$ cat src/hdl/tph_pkg.sv
package tph_pkg;

   // widths fixed by the register and field layout
   localparam int CFG_W   = 10;
   localparam int LOG_W   = 4;
   localparam int HASH_W  = 10;
   localparam int ROW_W   = 11;
   localparam int ABS_W   = 16;
   localparam int TP_W    = 6;
   localparam int J_W     = 4;
   localparam int SLOT_W  = 12;
   localparam int KEY_W   = 64;

   // tiny pointer layout
   localparam int TP_SEC_BIT = 4;
   localparam int TP_H3_BIT  = 5;
   localparam logic [TP_W-1:0] TP_SLOT_MASK = 6'h0F;

   // hash constants
   localparam logic [63:0] H1_MUL_A = 64'hff51afd7ed558ccd;
   localparam logic [63:0] H1_MUL_B = 64'hc4ceb9fe1a85ec53;
   localparam logic [63:0] H2_MUL   = 64'h9e3779b97f4a7c15;
   localparam logic [63:0] H3_MUL   = 64'h6c62272e07bb0142;

   // register reset values
   localparam logic [CFG_W-1:0] PRIMARY_RESET   = 10'd448;
   localparam logic [CFG_W-1:0] SECONDARY_RESET = 10'd64;
   localparam logic [LOG_W-1:0] LOG2_RESET      = 4'd12;

   // register indexes
   localparam logic [1:0] CSR_PRIMARY   = 2'd0;
   localparam logic [1:0] CSR_SECONDARY = 2'd1;
   localparam logic [1:0] CSR_LOG2      = 2'd2;

   localparam logic ACT_INSERT = 1'b0;
   localparam logic ACT_LOOKUP = 1'b1;

   typedef enum logic [2:0] {
      ST_INSERTED   = 3'd0,
      ST_DUPLICATE  = 3'd1,
      ST_POOL_FULL  = 3'd2,
      ST_FOUND      = 3'd3,
      ST_NOT_FOUND  = 3'd4,
      ST_TABLE_FULL = 3'd5
   } status_type;

   // which hash, and which pool bucket row
   typedef enum logic [1:0] {
      SEL_PRI = 2'd0,
      SEL_H2  = 2'd1,
      SEL_H3  = 2'd2
   } sel_type;

   typedef struct packed {
      logic              used;
      logic [KEY_W-1:0]  khi;
      logic [KEY_W-1:0]  klo;
      logic [TP_W-1:0]   tp;
   } entry_type;

   typedef struct packed {
      logic       clr_en;
      logic       load_req;
      logic       hash_start;
      sel_type    hash_sel;
      logic       pool_rd;
      sel_type    pool_sel;
      logic       pri_take;
      logic       s2_latch;
      logic       sec_take;
      logic       probe_init;
      logic       probe_next;
      logic       key_write;
      logic       pool_free;
      logic       fin;
      status_type fin_code;
   } cmd_type;

   typedef struct packed {
      logic clr_done;
      logic hash_done;
      logic is_lookup;
      logic pri_free;
      logic sec_free;
      logic probe_empty;
      logic probe_match;
      logic probe_last;
   } stat_type;

endpackage

$ cat src/hdl/tph_ctrl.sv
module tph_ctrl (
   input  logic              clock,
   input  logic              reset,
   input  logic              start,
   output logic              busy,
   input  tph_pkg::stat_type stat,
   output tph_pkg::cmd_type  cmd
);

   typedef enum logic [9:0] {
      S_CLEAR     = 10'b0000000001,
      S_IDLE      = 10'b0000000010,
      S_H1        = 10'b0000000100,
      S_H2        = 10'b0000001000,
      S_H3        = 10'b0000010000,
      S_PRI_CHK   = 10'b0000100000,
      S_S2_CHK    = 10'b0001000000,
      S_S3_CHK    = 10'b0010000000,
      S_PROBE_RD  = 10'b0100000000,
      S_PROBE_CHK = 10'b1000000000
   } state_type;

   state_type state_ff, state_in;

   always_comb begin
      state_in = state_ff;
      cmd      = '0;
      case (state_ff)
         S_CLEAR: begin
            cmd.clr_en = 1'b1;
            if (stat.clr_done) begin
               state_in = S_IDLE;
            end
         end
         S_IDLE: begin
            if (start) begin
               cmd.load_req   = 1'b1;
               cmd.hash_start = 1'b1;
               cmd.hash_sel   = tph_pkg::SEL_PRI;
               state_in       = S_H1;
            end
         end
         S_H1: begin
            if (stat.hash_done) begin
               cmd.hash_start = 1'b1;
               cmd.hash_sel   = tph_pkg::SEL_H2;
               state_in       = S_H2;
            end
         end
         S_H2: begin
            if (stat.hash_done) begin
               cmd.hash_start = 1'b1;
               cmd.hash_sel   = tph_pkg::SEL_H3;
               state_in       = S_H3;
            end
         end
         S_H3: begin
            if (stat.hash_done) begin
               if (stat.is_lookup) begin
                  cmd.probe_init = 1'b1;
                  state_in       = S_PROBE_RD;
               end else begin
                  cmd.pool_rd  = 1'b1;
                  cmd.pool_sel = tph_pkg::SEL_PRI;
                  state_in     = S_PRI_CHK;
               end
            end
         end
         S_PRI_CHK: begin
            if (stat.pri_free) begin
               cmd.pri_take   = 1'b1;
               cmd.probe_init = 1'b1;
               state_in       = S_PROBE_RD;
            end else begin
               cmd.pool_rd  = 1'b1;
               cmd.pool_sel = tph_pkg::SEL_H2;
               state_in     = S_S2_CHK;
            end
         end
         S_S2_CHK: begin
            cmd.s2_latch = 1'b1;
            cmd.pool_rd  = 1'b1;
            cmd.pool_sel = tph_pkg::SEL_H3;
            state_in     = S_S3_CHK;
         end
         S_S3_CHK: begin
            if (stat.sec_free) begin
               cmd.sec_take   = 1'b1;
               cmd.probe_init = 1'b1;
               state_in       = S_PROBE_RD;
            end else begin
               cmd.fin      = 1'b1;
               cmd.fin_code = tph_pkg::ST_POOL_FULL;
               state_in     = S_IDLE;
            end
         end
         S_PROBE_RD: begin
            state_in = S_PROBE_CHK;
         end
         S_PROBE_CHK: begin
            if (stat.probe_empty) begin
               cmd.fin = 1'b1;
               if (stat.is_lookup) begin
                  cmd.fin_code = tph_pkg::ST_NOT_FOUND;
               end else begin
                  cmd.key_write = 1'b1;
                  cmd.fin_code  = tph_pkg::ST_INSERTED;
               end
               state_in = S_IDLE;
            end else if (stat.probe_match) begin
               cmd.fin = 1'b1;
               if (stat.is_lookup) begin
                  cmd.fin_code = tph_pkg::ST_FOUND;
               end else begin
                  cmd.pool_free = 1'b1;
                  cmd.fin_code  = tph_pkg::ST_DUPLICATE;
               end
               state_in = S_IDLE;
            end else if (stat.probe_last) begin
               // whole probe round without a hole
               cmd.fin       = 1'b1;
               cmd.fin_code  = tph_pkg::ST_TABLE_FULL;
               cmd.pool_free = !stat.is_lookup;
               state_in      = S_IDLE;
            end else begin
               cmd.probe_next = 1'b1;
               state_in       = S_PROBE_RD;
            end
         end
         default: begin
            state_in = S_IDLE;
         end
      endcase
   end

   always_ff @(posedge clock) begin
      if (reset) begin
         state_ff <= S_CLEAR;
      end else begin
         state_ff <= state_in;
      end
   end

   assign busy = state_ff != S_IDLE;

endmodule
$ cat config.mk
export PLATFORM = sky130hd
export DESIGN_NAME = tph_ctrl
export DESIGN_NICKNAME = d
export VERILOG_FILES = /design/src/hdl/tph_pkg.sv /design/src/hdl/tph_ctrl.sv
export SDC_FILE = /design/constraint.sdc
export NUM_CORES = 1
export LEC_CHECK = 0
export BUFFER_PORTS_ARGS = -buffer_cell sky130_fd_sc_hd__buf_2
export CAP_MARGIN = 25
export CORE_ASPECT_RATIO = 1.25
export CORE_MARGIN = 2
export CORE_UTILIZATION = 41
export CTS_BUF_LIST = sky130_fd_sc_hd__clkbuf_4 sky130_fd_sc_hd__clkbuf_8
export DETAILED_ROUTE_END_ITERATION = 8
export GPL_TIMING_DRIVEN = 0
export PLACE_DENSITY = 0.67
export SLEW_MARGIN = 0
export SYNTH_ARGS = -nofsm -noshare
export SYNTH_HDL_FRONTEND = slang
export SYNTH_SLANG_ARGS = --single-unit
$ cat constraint.sdc
create_clock -name clock -period 1.9 [get_ports clock]
set_clock_uncertainty 0.1 [all_clocks]
set_input_delay 0.19 -clock clock [delete_from_list [all_inputs] [get_ports clock]]
set_output_delay 0.19 -clock clock [all_outputs]
set_load 0.01 [all_outputs]
======== After elaboration in Yosys (flattened, before gate mapping) ========
Cells that the tools add are included.
operators by class
  add/subtract/negate cells ............... 0
  multipliers ............................. 0
  div/mod/pow operators ................... 0
  order comparisons ....................... 0
  equal/unequal tests ..................... 16
  shift-type cells ........................ 0
  multiplexer cells ....................... 44
  bitwise gates (word level) .............. 0
  reductions and logical operators ........ 2
operator list
  operator                                                                number
  10-bit one-hot mux with 10 select lines                                 1
  10-bit two-way mux                                                      7
  9-bit two-way mux                                                       4
  3-bit two-way mux                                                       7
  3-bit one-hot mux with 3 select lines                                   2
  1-bit two-way mux                                                       14
  4-bit two-way mux                                                       3
  10-bit by 1-bit equality test with 1-bit output, second input constant  1
  10-bit equality test, second input constant                             1
  10-bit by 2-bit equality test with 1-bit output, second input constant  1
  10-bit by 3-bit equality test with 1-bit output, second input constant  1
  10-bit by 4-bit equality test with 1-bit output, second input constant  1
  10-bit by 5-bit equality test with 1-bit output, second input constant  1
  10-bit by 6-bit equality test with 1-bit output, second input constant  1
  10-bit by 7-bit equality test with 1-bit output, second input constant  1
  10-bit by 8-bit equality test with 1-bit output, second input constant  1
  10-bit by 9-bit equality test with 1-bit output, second input constant  1
  5-bit two-way mux                                                       2
  10-bit by 2-bit != test with 1-bit output, second input constant        1
  2-bit != test, second input constant                                    5
  4-bit one-hot mux with 2 select lines                                   1
  5-bit AND reduction                                                     1
  2-bit two-way mux                                                       2
  1-bit one-hot mux with 3 select lines                                   1
  1-bit logical NOT                                                       1
storage, ports and cells
  register bits ........................... 10
  latch bits .............................. 0
  memory bits (writable) .................. 0
  bits in read-only memories .............. 0
  bits of input ports ..................... 11
  logic and storage cells ................. 63
  memories ................................ 0

======== Depth between registers and ports, before layout ========
Gate-level depths: netlist (run 1).
  word-level depth ........................ 5
  depth in mapped cells ................... 6
  depth with buffers taken out ............ 5

======== Least setup slack after synthesis (run 1) ========
OpenSTA, ideal clock, no wires.
  kind .................................... reg2reg
  start ................................... reg state_ff[7]
  end ..................................... reg state_ff[1]
  library setup time ...................... 0.086 ns
  arrival ................................. 1.575 ns
  required time ........................... 1.714 ns
  setup slack ............................. 0.140 ns
  stages on the path, launching flop included .. 7
  buffers on the path ..................... 1
  clock period less this slack ............ 1.760 ns
  path through ............................ dfxtp_1 > buf_2 > nor4_4 > nand3_1 > o22ai_1 > a211oi_1 > a211oi_1
between the ends
  word-level cells in the longest chain between the ends .. 3
  elaborated cells on any way between the ends .. 17
ends and longest elaborated chain
  what                                                                     line             source
  start: declaration                                                       tph_ctrl.sv:23   state_type state_ff, state_in;
  start signal: assignment                                                 tph_ctrl.sv:140  state_ff <= state_in;
  10-bit by 1-bit equality test with 1-bit output (tied with other cells)  tph_ctrl.sv:28   case (state_ff)
  2-bit != test (no source line)                                           --
  5-bit AND reduction (no source line)                                     --
Several ways; a longest one is shown, not always the timed one.
A chain may end at the register's enable or synchronous reset.

==> results of run 1 <==
-- routing by layer --
metal,part of all wire [%],wire (µm)
met1,40,1100
met2,52,1440
met5,0,0
met3,4.7,131
met4,3.4,95
-- final cells by class --
cell class	instances	area [µm²]
timing repair buffer	46	302
multi-input combinational	93	790
sequential	10	219
tap	20	25.0
inverter	5	18.8
buffer	4	21.3
fill	160	607
clock buffer	3	22.5
-- critical path, cell delays in order (launching register included) --
cell and delay (ns):
dfxtp_4 0.36, or4_4 0.56, nor3_4 0.16, and4b_1 0.25
a21oi_1 0.07, nand2_1 0.06, buf_2 0.12
-- cell usage after synthesis (all sizes together), types with 2 or more instances --
library cell | instances | area, µm²
nor2 | 12 | 45.0
dfxtp | 10 | 200
nand2 | 8 | 30.0
buf | 7 | 40.0
a21oi | 6 | 30.0
nand3 | 6 | 30.0
nor3 | 6 | 41.3
nor3b | 6 | 50.1
and3 | 5 | 32.5
inv | 5 | 18.8
nor4 | 5 | 52.6
and2 | 4 | 27.5
nor4b | 4 | 35.0
o21ai | 4 | 20.0
a211oi | 3 | 27.5
nor2b | 3 | 18.8
nand3b | 2 | 15.0
o22ai | 2 | 26.3
o32ai | 2 | 17.5
xnor2 | 2 | 17.5
-- logic make-up after synthesis --
group	synth area share [%]
DFF	22.5
muxes	1.12
AOI/OAI and AO/OA	19.0
and+or+nand+nor	47.5
xor gates and xnor gates	2.95
buffers and inverters	7.02
-- power by group --
group / total [µW] / switching, µW / internal, µW
Sequential: 225 / 12.9 / 212
Clock: 147 / 73.9 / 73.4
Combinational: 159 / 85.0 / 73.8
-- path summary, 6_finish.rpt --
path,endpoint,slack [ns],cells after the start
hold / removal,state_ff[0],0.10,3
hold reg to reg,state_ff[9],0.49,3
setup reg to reg,state_ff[5],-0.05,6
setup / recovery,cmd[13],-0.25,6
-- per-stage QoR --
| stage | setup TNS, ns | instances | utilization, % | cell area [µm²] |
|---|---|---|---|---|
| 2_1_floorplan | 0 | 116 | - | 891 |
| 3_3_place_gp | -0.125 | 165 | 52.9 | 1060 |
| 3_5_place_dp | -0.121 | 165 | 52.9 | 1060 |
| 4_1_cts | -1.29 | 171 | 59.9 | 1200 |
| 5_1_grt | -3.20 | 181 | 69.7 | 1400 |
| 6_report | -1.44 | 181 | 69.7 | 1400 |
-- repair_timing --
| item | 4_1_cts | 5_1_grt |
|---|---|---|
| resized for setup | 23 | 22 |
| setup buffers | 7 | 10 |
| endpoints found under the setup margin | 22 | 22 |
| pin swaps | 10 | 8 |
==> impl_metrics.csv, run 1 <==
group,metric,value,unit
synth,yosys_register_bits,10,
routing,ant_nets,0,
worst_setup_path,startpoint,"state_ff[8]",
clock_tree,clkSlewWorstSetupHoldPaths,0.06,ns
synth,async_flop_share,0,%
cells_and_area,syn2layout_area_growth,56.9,%
routing,wirelength,2770,µm
floorplanning,initial_utilization,44.4,%
timing,maxSlewViolCount,0,
power_and_ir_drop,p_total,531,µW
global_route,grt_pass1_wl,3820,µm
global_route,grtUsageTotal,19.4,%
power_and_ir_drop,power_density,380,mW/mm²
floorplanning,ios,31,
timing,period_share,113,%
place,gp_congestion,0.845,
routing,avgRoutedWirePerCell,15.3,µm
global_route,busiest_layer,"met2",
global_route,grt_util_met1,22.7,%
worst_setup_path,crit_type,"flop to output pin",
global_route,grt_pass1_vias,916,
cells_and_area,largest_reg_flops,10,
timing,clock.fmax,464,MHz
run_status,outcome,"complete, but fails checks",
synth,ys_types,44,
clock_tree,ctsLongestPathBuffers,2,
cells_and_area,top_register,"state_ff",
synth,ys_warn_count,0,
cells_and_area,n_antenna_cell,0,
floorplanning,rows,18,
synth,syn_inst,116,
global_route,grt_max_degree,11,
power_and_ir_drop,irDropWorstVdd,0.000277,V
clock_tree,cts_tree,"built",
timing,worst_slack,-0.255,ns
worst_setup_path,start_kind,"flop",
min_path,min_from,"stat[7]",
synth,synth-edff-count,0,
timing,worst_slew_pin_slew,0.437,ns
routing,via_per_inst,6.05,
power_and_ir_drop,p_leak,0.000595,µW
cells_and_area,reg_top3,"state_ff x10",
place,port_buffers,29,
clock_tree,clock_sinks,10,
global_route,use_met3,1.95,%
global_route,antenna_found_initial,0,
cells_and_area,layout-drive-gt1-share,55.3,%
global_route,overflow,0,
clock_tree,numCtsBuffers,3,
synth,synth_top_flop_cell,"dfxtp_1",
clock_tree,root_buffer,"clkbuf_4",
floorplanning,fp.dieArea,0.00256,mm²
timing,rsz0062_at_grt,"yes",
timing,slew_headroom,70.8,%
worst_setup_path,setup.worst_path.end_class,"output pin",
routing,drtPass1Iterations,5,
cells_and_area,final_common_cell,"buf_2",
global_route,use_met2,33.8,%
timing,finalHoldViolations,0,
synth,synth_nets,127,
floorplanning,die_h,56.1,µm
place,dp_slack,-0.0279,ns
worst_setup_path,critPathArrivalTime,1.86,ns
floorplanning,die_x,45.7,µm
run_status,violations,"setup timing",
job,maxCapViolations,0,
clock_tree,postCtsHoldBufs,0,
place,hpwl,1660,µm
min_path,hold_class,"primary input to flop",
timing,hold_ws,0.100,ns
floorplanning,core_area,0.00200,mm²
timing,period_needed,2.15,ns
timing,setup_viol,17,
routing,post-route-drc-count,0,
worst_setup_path,r2r-start,"state_ff[8]",
worst_setup_path,crit_fanout,7,
routing,vias,1095,
cells_and_area,fin_nets,174,
cells_and_area,mostFrequentLayoutCells,"buf_2, buf_4, nor2_1, nand2_1, a21oi_1",
synth,netlist_area,891,µm²
routing,drt_iter0_drc,13,
clock_tree,htree_num_levels,1,
synth,syn_avg_cell_area,7.68,µm²
synth,synth-seq-area-share,22.5,%
clock_tree,clk_latency,0.27,ns
worst_setup_path,cp.required,1.61,ns
Power figures use the tool's default switching activity.
==> run 2: changes to the inputs <==
--- a/config.mk
+++ b/config.mk
@@ -9,11 +9,11 @@
 export CAP_MARGIN = 25
 export CORE_ASPECT_RATIO = 1.25
 export CORE_MARGIN = 2
-export CORE_UTILIZATION = 41
+export CORE_UTILIZATION = 40
 export CTS_BUF_LIST = sky130_fd_sc_hd__clkbuf_4 sky130_fd_sc_hd__clkbuf_8
 export DETAILED_ROUTE_END_ITERATION = 8
 export GPL_TIMING_DRIVEN = 0
-export PLACE_DENSITY = 0.67
+export PLACE_DENSITY = 0.66
 export SLEW_MARGIN = 0
 export SYNTH_ARGS = -nofsm -noshare
 export SYNTH_HDL_FRONTEND = slang
==> constraint.sdc (replaced) <==
create_clock -name clock -period 1.9 [get_ports clock]
set_clock_uncertainty 0.1 [all_clocks]
set_input_delay 0.38 -clock clock [delete_from_list [all_inputs] [get_ports clock]]
set_output_delay 0.38 -clock clock [all_outputs]
set_load 0.01 [all_outputs]
==> impl_metrics.csv, run 2 (synthesis results as in run 1) <==
group,metric,value,unit
run_status,outcome,"complete, but fails checks",
run_status,violations,"setup timing",
global_route,grt_max_degree,11,
cells_and_area,largest_reg_flops,10,
place,port_buffers,29,
min_path,hold_class,"primary input to flop",
worst_setup_path,cp.required,1.42,ns
routing,avgRoutedWirePerCell,13.0,µm
place,hpwl,1660,µm
cells_and_area,syn2layout_area_growth,52.4,%
floorplanning,initial_utilization,41.2,%
floorplanning,core_area,0.00216,mm²
worst_setup_path,crit_fanout,4,
timing,hold_ws,0.290,ns
timing,rsz0062_at_grt,"yes",
clock_tree,cts_tree,"built",
cells_and_area,num-fill-cells,191,
timing,finalHoldViolations,0,
power_and_ir_drop,irDropWorstVdd,0.000334,V
timing,clock.fmax,422,MHz
timing,maxSlewViolCount,0,
global_route,antenna_found_initial,0,
worst_setup_path,r2r-start,"state_ff[8]",
power_and_ir_drop,power_density,404,mW/mm²
routing,via_per_inst,5.53,
routing,post-route-drc-count,0,
floorplanning,die_x,46.2,µm
cells_and_area,layout.core_utilization,62.8,%
timing,setup_viol,23,
clock_tree,clock_sinks,10,
worst_setup_path,crit_type,"flop to output pin",
routing,drt_iter0_drc,18,
global_route,grt_pass1_vias,943,
clock_tree,htree_num_levels,1,
worst_setup_path,critPathArrivalTime,1.89,ns
routing,drtPass1Iterations,4,
routing,ant_nets,0,
clock_tree,clk_latency,0.27,ns
cells_and_area,fin_nets,180,
global_route,grt_pass1_wl,4010,µm
cells_and_area,final_common_cell,"buf_2",
place,gp_congestion,0.824,
global_route,overflow,0,
cells_and_area,n_antenna_cell,0,
worst_setup_path,setup.worst_path.end_class,"output pin",
routing,wirelength,2570,µm
routing,vias,1095,
clock_tree,ctsLongestPathBuffers,2,
timing,slew_headroom,68.2,%
job,maxCapViolations,0,
clock_tree,postCtsHoldBufs,0,
min_path,min_from,"stat[7]",
floorplanning,rows,19,
cells_and_area,layout-drive-gt1-share,49.7,%
floorplanning,ios,31,
floorplanning,fp.dieArea,0.00262,mm²
cells_and_area,top_register,"state_ff",
clock_tree,clkSlewWorstSetupHoldPaths,0.07,ns
clock_tree,numCtsBuffers,3,
floorplanning,die_h,56.8,µm
clock_tree,root_buffer,"clkbuf_4",
timing,period_needed,2.37,ns
cells_and_area,reg_top3,"state_ff x10",
worst_setup_path,startpoint,"state_ff[8]",
place,dp_slack,-0.252,ns
timing,worst_slew_pin_slew,0.470,ns
global_route,grtUsageTotal,20.1,%
timing,period_share,125,%
power_and_ir_drop,p_total,548,µW
cells_and_area,mostFrequentLayoutCells,"buf_2, buf_4, nor2_1, nand2_1, buf_6",
worst_setup_path,start_kind,"flop",
timing,worst_slack,-0.472,ns
power_and_ir_drop,p_leak,0.000614,µW
run 2: timing repair:
item                       4_1_cts  5_1_grt
pin swaps                        9        4
buffers inserted                12       11
setup endpoints to repair       24       25
gates resized for setup         23        7
run 2: path summary, 6_finish.rpt:
path / endpoint / slack [ns] / depth (start not counted)
setup / recovery: cmd[13] / -0.47 / 6
hold / removal: state_ff[0] / 0.29 / 3
setup reg to reg: state_ff[5] / -0.20 / 8
hold reg to reg: state_ff[9] / 0.49 / 3
run 2: final cells by class:
cell class	count	area, µm²	share of cell area [%]
Tap cell	31	38.8	2.86
Sequential cell	10	213	15.7
Timing Repair Buffer	51	340	25.1
Buffer	5	30.0	2.21
Multi-Input combinational cell	93	694	51.2
Clock buffer	3	22.5	1.66
Inverter	5	18.8	1.38
run 2: stage by stage:
| stage | instances | cell area [µm²] | setup TNS, ns |
|---|---|---|---|
| 2_1_floorplan | 116 | 891 | -0.119 |
| 3_3_place_gp | 176 | 1070 | -2.12 |
| 3_5_place_dp | 176 | 1070 | -1.87 |
| 4_1_cts | 189 | 1270 | -5.70 |
| 5_1_grt | 198 | 1360 | -8.37 |
| 6_report | 198 | 1360 | -6.43 |
run 2: routing by layer:
metal | vias up | GRT usage, % | part of all wire, %
li1 | 533 | - | -
met1 | 522 | 24.9 | 44
met2 | 36 | 31.9 | 51
met3 | 4 | 4.50 | 4.6
met4 | 0 | 8.98 | 1.2
met5 | - | 0 | 0
run 2: worst max-delay path: stages, from the launching register on:
cell     delay [ns]
dfxtp_4        0.36
or4_4          0.55
nor3_4         0.18
and4b_1        0.27
a21oi_1        0.08
nand2_1        0.06
buf_2          0.12
run 2: report_power, final:
group,switching (µW),internal (µW)
Combinational,81.9,90.1
Clock,77.4,73.5
Sequential,10.6,215
==> run 3: changes to the inputs <==
--- a/config.mk
+++ b/config.mk
@@ -13,7 +13,7 @@
 export CTS_BUF_LIST = sky130_fd_sc_hd__clkbuf_4 sky130_fd_sc_hd__clkbuf_8
 export DETAILED_ROUTE_END_ITERATION = 8
 export GPL_TIMING_DRIVEN = 0
-export PLACE_DENSITY = 0.66
+export PLACE_DENSITY = 0.63
 export SLEW_MARGIN = 0
 export SYNTH_ARGS = -nofsm -noshare
 export SYNTH_HDL_FRONTEND = slang
==> constraint.sdc (replaced) <==
create_clock -name clock -period 2.5 [get_ports clock]
set_clock_uncertainty 0.1 [all_clocks]
set_input_delay 0.5 -clock clock [delete_from_list [all_inputs] [get_ports clock]]
set_output_delay 0.5 -clock clock [all_outputs]
set_load 0.01 [all_outputs]
==> impl_metrics.csv, run 3 (synthesis results as in run 1) <==
group,metric,value,unit
timing,slew_headroom,68.8,%
power_and_ir_drop,p_leak,0.000528,µW
routing,drtPass1Iterations,4,
floorplanning,initial_utilization,41.2,%
worst_setup_path,crit_type,"flop to output pin",
cells_and_area,fin_cells,183,
routing,drt_iter0_drc,27,
clock_tree,clkSlewWorstSetupHoldPaths,0.06,ns
routing,via_per_inst,5.60,
clock_tree,clk_latency,0.27,ns
power_and_ir_drop,irDropWorstVdd,0.000226,V
cells_and_area,largest_reg_flops,10,
floorplanning,die_h,56.8,µm
timing,maxSlewViolCount,0,
clock_tree,ctsLongestPathBuffers,2,
global_route,grt_pass1_vias,896,
worst_setup_path,setup.worst_path.end_class,"output pin",
floorplanning,rows,19,
routing,vias,1024,
floorplanning,core_area,0.00216,mm²
place,hpwl,1710,µm
worst_setup_path,worst-r2r-cell-count,6,
cells_and_area,layout-drive-gt1-share,41.4,%
cells_and_area,mostFrequentLayoutCells,"buf_2, nor2_1, nand2_1, dfxtp_1",
worst_setup_path,critPathArrivalTime,1.85,ns
power_and_ir_drop,power_density,325,mW/mm²
timing,finalHoldViolations,0,
cells_and_area,num-fill-cells,220,
clock_tree,clock_sinks,10,
timing,setup_viol,0,
timing,worst_slew_pin_slew,0.468,ns
timing,rsz0062_at_grt,"yes",
cells_and_area,top_register,"state_ff",
timing,period_share,97.8,%
routing,avgRoutedWirePerCell,13.2,µm
clock_tree,postCtsHoldBufs,0,
timing,clock.fmax,409,MHz
routing,post-route-drc-count,0,
floorplanning,fp.dieArea,0.00262,mm²
worst_setup_path,start_kind,"flop",
global_route,antenna_found_initial,0,
run_status,outcome,"finished, final reports clean",
timing,setup-tns-final,0,ns
min_path,min_path_cells,3,
routing,wirelength,2420,µm
timing,period_needed,2.45,ns
cells_and_area,final_common_cell,"buf_2",
routing,ant_nets,0,
clock_tree,cts_tree,"built",
floorplanning,ios,31,
min_path,hold_class,"primary input to flop",
place,port_buffers,29,
global_route,grtUsageTotal,19.7,%
global_route,grt_pass1_wl,3880,µm
cells_and_area,n_antenna_cell,0,
cells_and_area,fin_nets,165,
cells_and_area,syn2layout_area_growth,32.7,%
global_route,grt_max_degree,11,
clock_tree,htree_num_levels,1,
job,maxCapViolations,0,
place,gp_congestion,0.825,
worst_setup_path,crit_fanout,8,
place,dpl.cell_count,176,
worst_setup_path,cp.required,1.90,ns
global_route,overflow,0,
floorplanning,die_x,46.2,µm
clock_tree,root_buffer,"clkbuf_4",
cells_and_area,reg_top3,"state_ff x10",
clock_tree,numCtsBuffers,3,
## run 3: cell types whose count changed in the layout (fill, tap and decap cells not counted), sizes merged
cell / change
buf: -15
## run 3: power breakdown
group / switching [µW] / total [µW] / internal, µW
clock network: 54.2 / 110 / 55.6
logic: 55.8 / 102 / 46.0
registers: 8.47 / 173 / 164
total: 118 / 384 / 266
## run 3: per-layer routing
layer | track usage, % | part of all wire (%)
met5 | 0 | 0
met2 | 31.3 | 50
met3 | 2.25 | 4.8
met4 | 9.80 | 1.9
met1 | 25.1 | 44
## run 3: worst paths after layout
check | from | end | slack, ns
min | stat[7] | state_ff[0] | 0.43
max reg2reg | state_ff[8] | state_ff[8] | 0.56
max | state_ff[8] | cmd[13] | 0.05
min reg2reg | state_ff[2] | state_ff[9] | 0.52
## run 3: final cells by class
class / instances / area (µm²) / share of cell area, %
Multi-Input combinational cell: 93 / 677 / 57.2
Clock buffer: 3 / 22.5 / 1.90
Buffer: 6 / 28.8 / 2.43
Sequential cell: 10 / 206 / 17.5
Tap cell: 31 / 38.8 / 3.28
Inverter: 5 / 18.8 / 1.59
Timing Repair Buffer: 35 / 190 / 16.1
## run 3: repair_timing
item / 4_1_cts / 5_1_grt
endpoints found under the setup margin: 4 / 8
buffers inserted: 5 / 1
gates resized for setup: 4 / 8
pin swaps: 3 / 1
## run 3: metrics by stage
stage	hold slack, ns	utilization, %	worst slack [ns]	total power [µW]	area, µm²
global route	0.452	54.7	-0.0609	406	1180
floorplan	0.429	-	0.436	236	891
CTS	0.432	52.2	0.0103	380	1130
detailed placement	0.482	49.7	0.237	267	1070
finish	0.429	54.7	0.0545	384	1180
global placement	0.481	49.7	0.254	266	1070
## run 3: worst max-delay path, cell delays in order (launching register included)
cell	delay, ns
dfxtp_2	0.37
or4_4	0.55
nor3_4	0.17
and4b_1	0.23
a21oi_1	0.07
nand2_1	0.06
buf_2	0.12
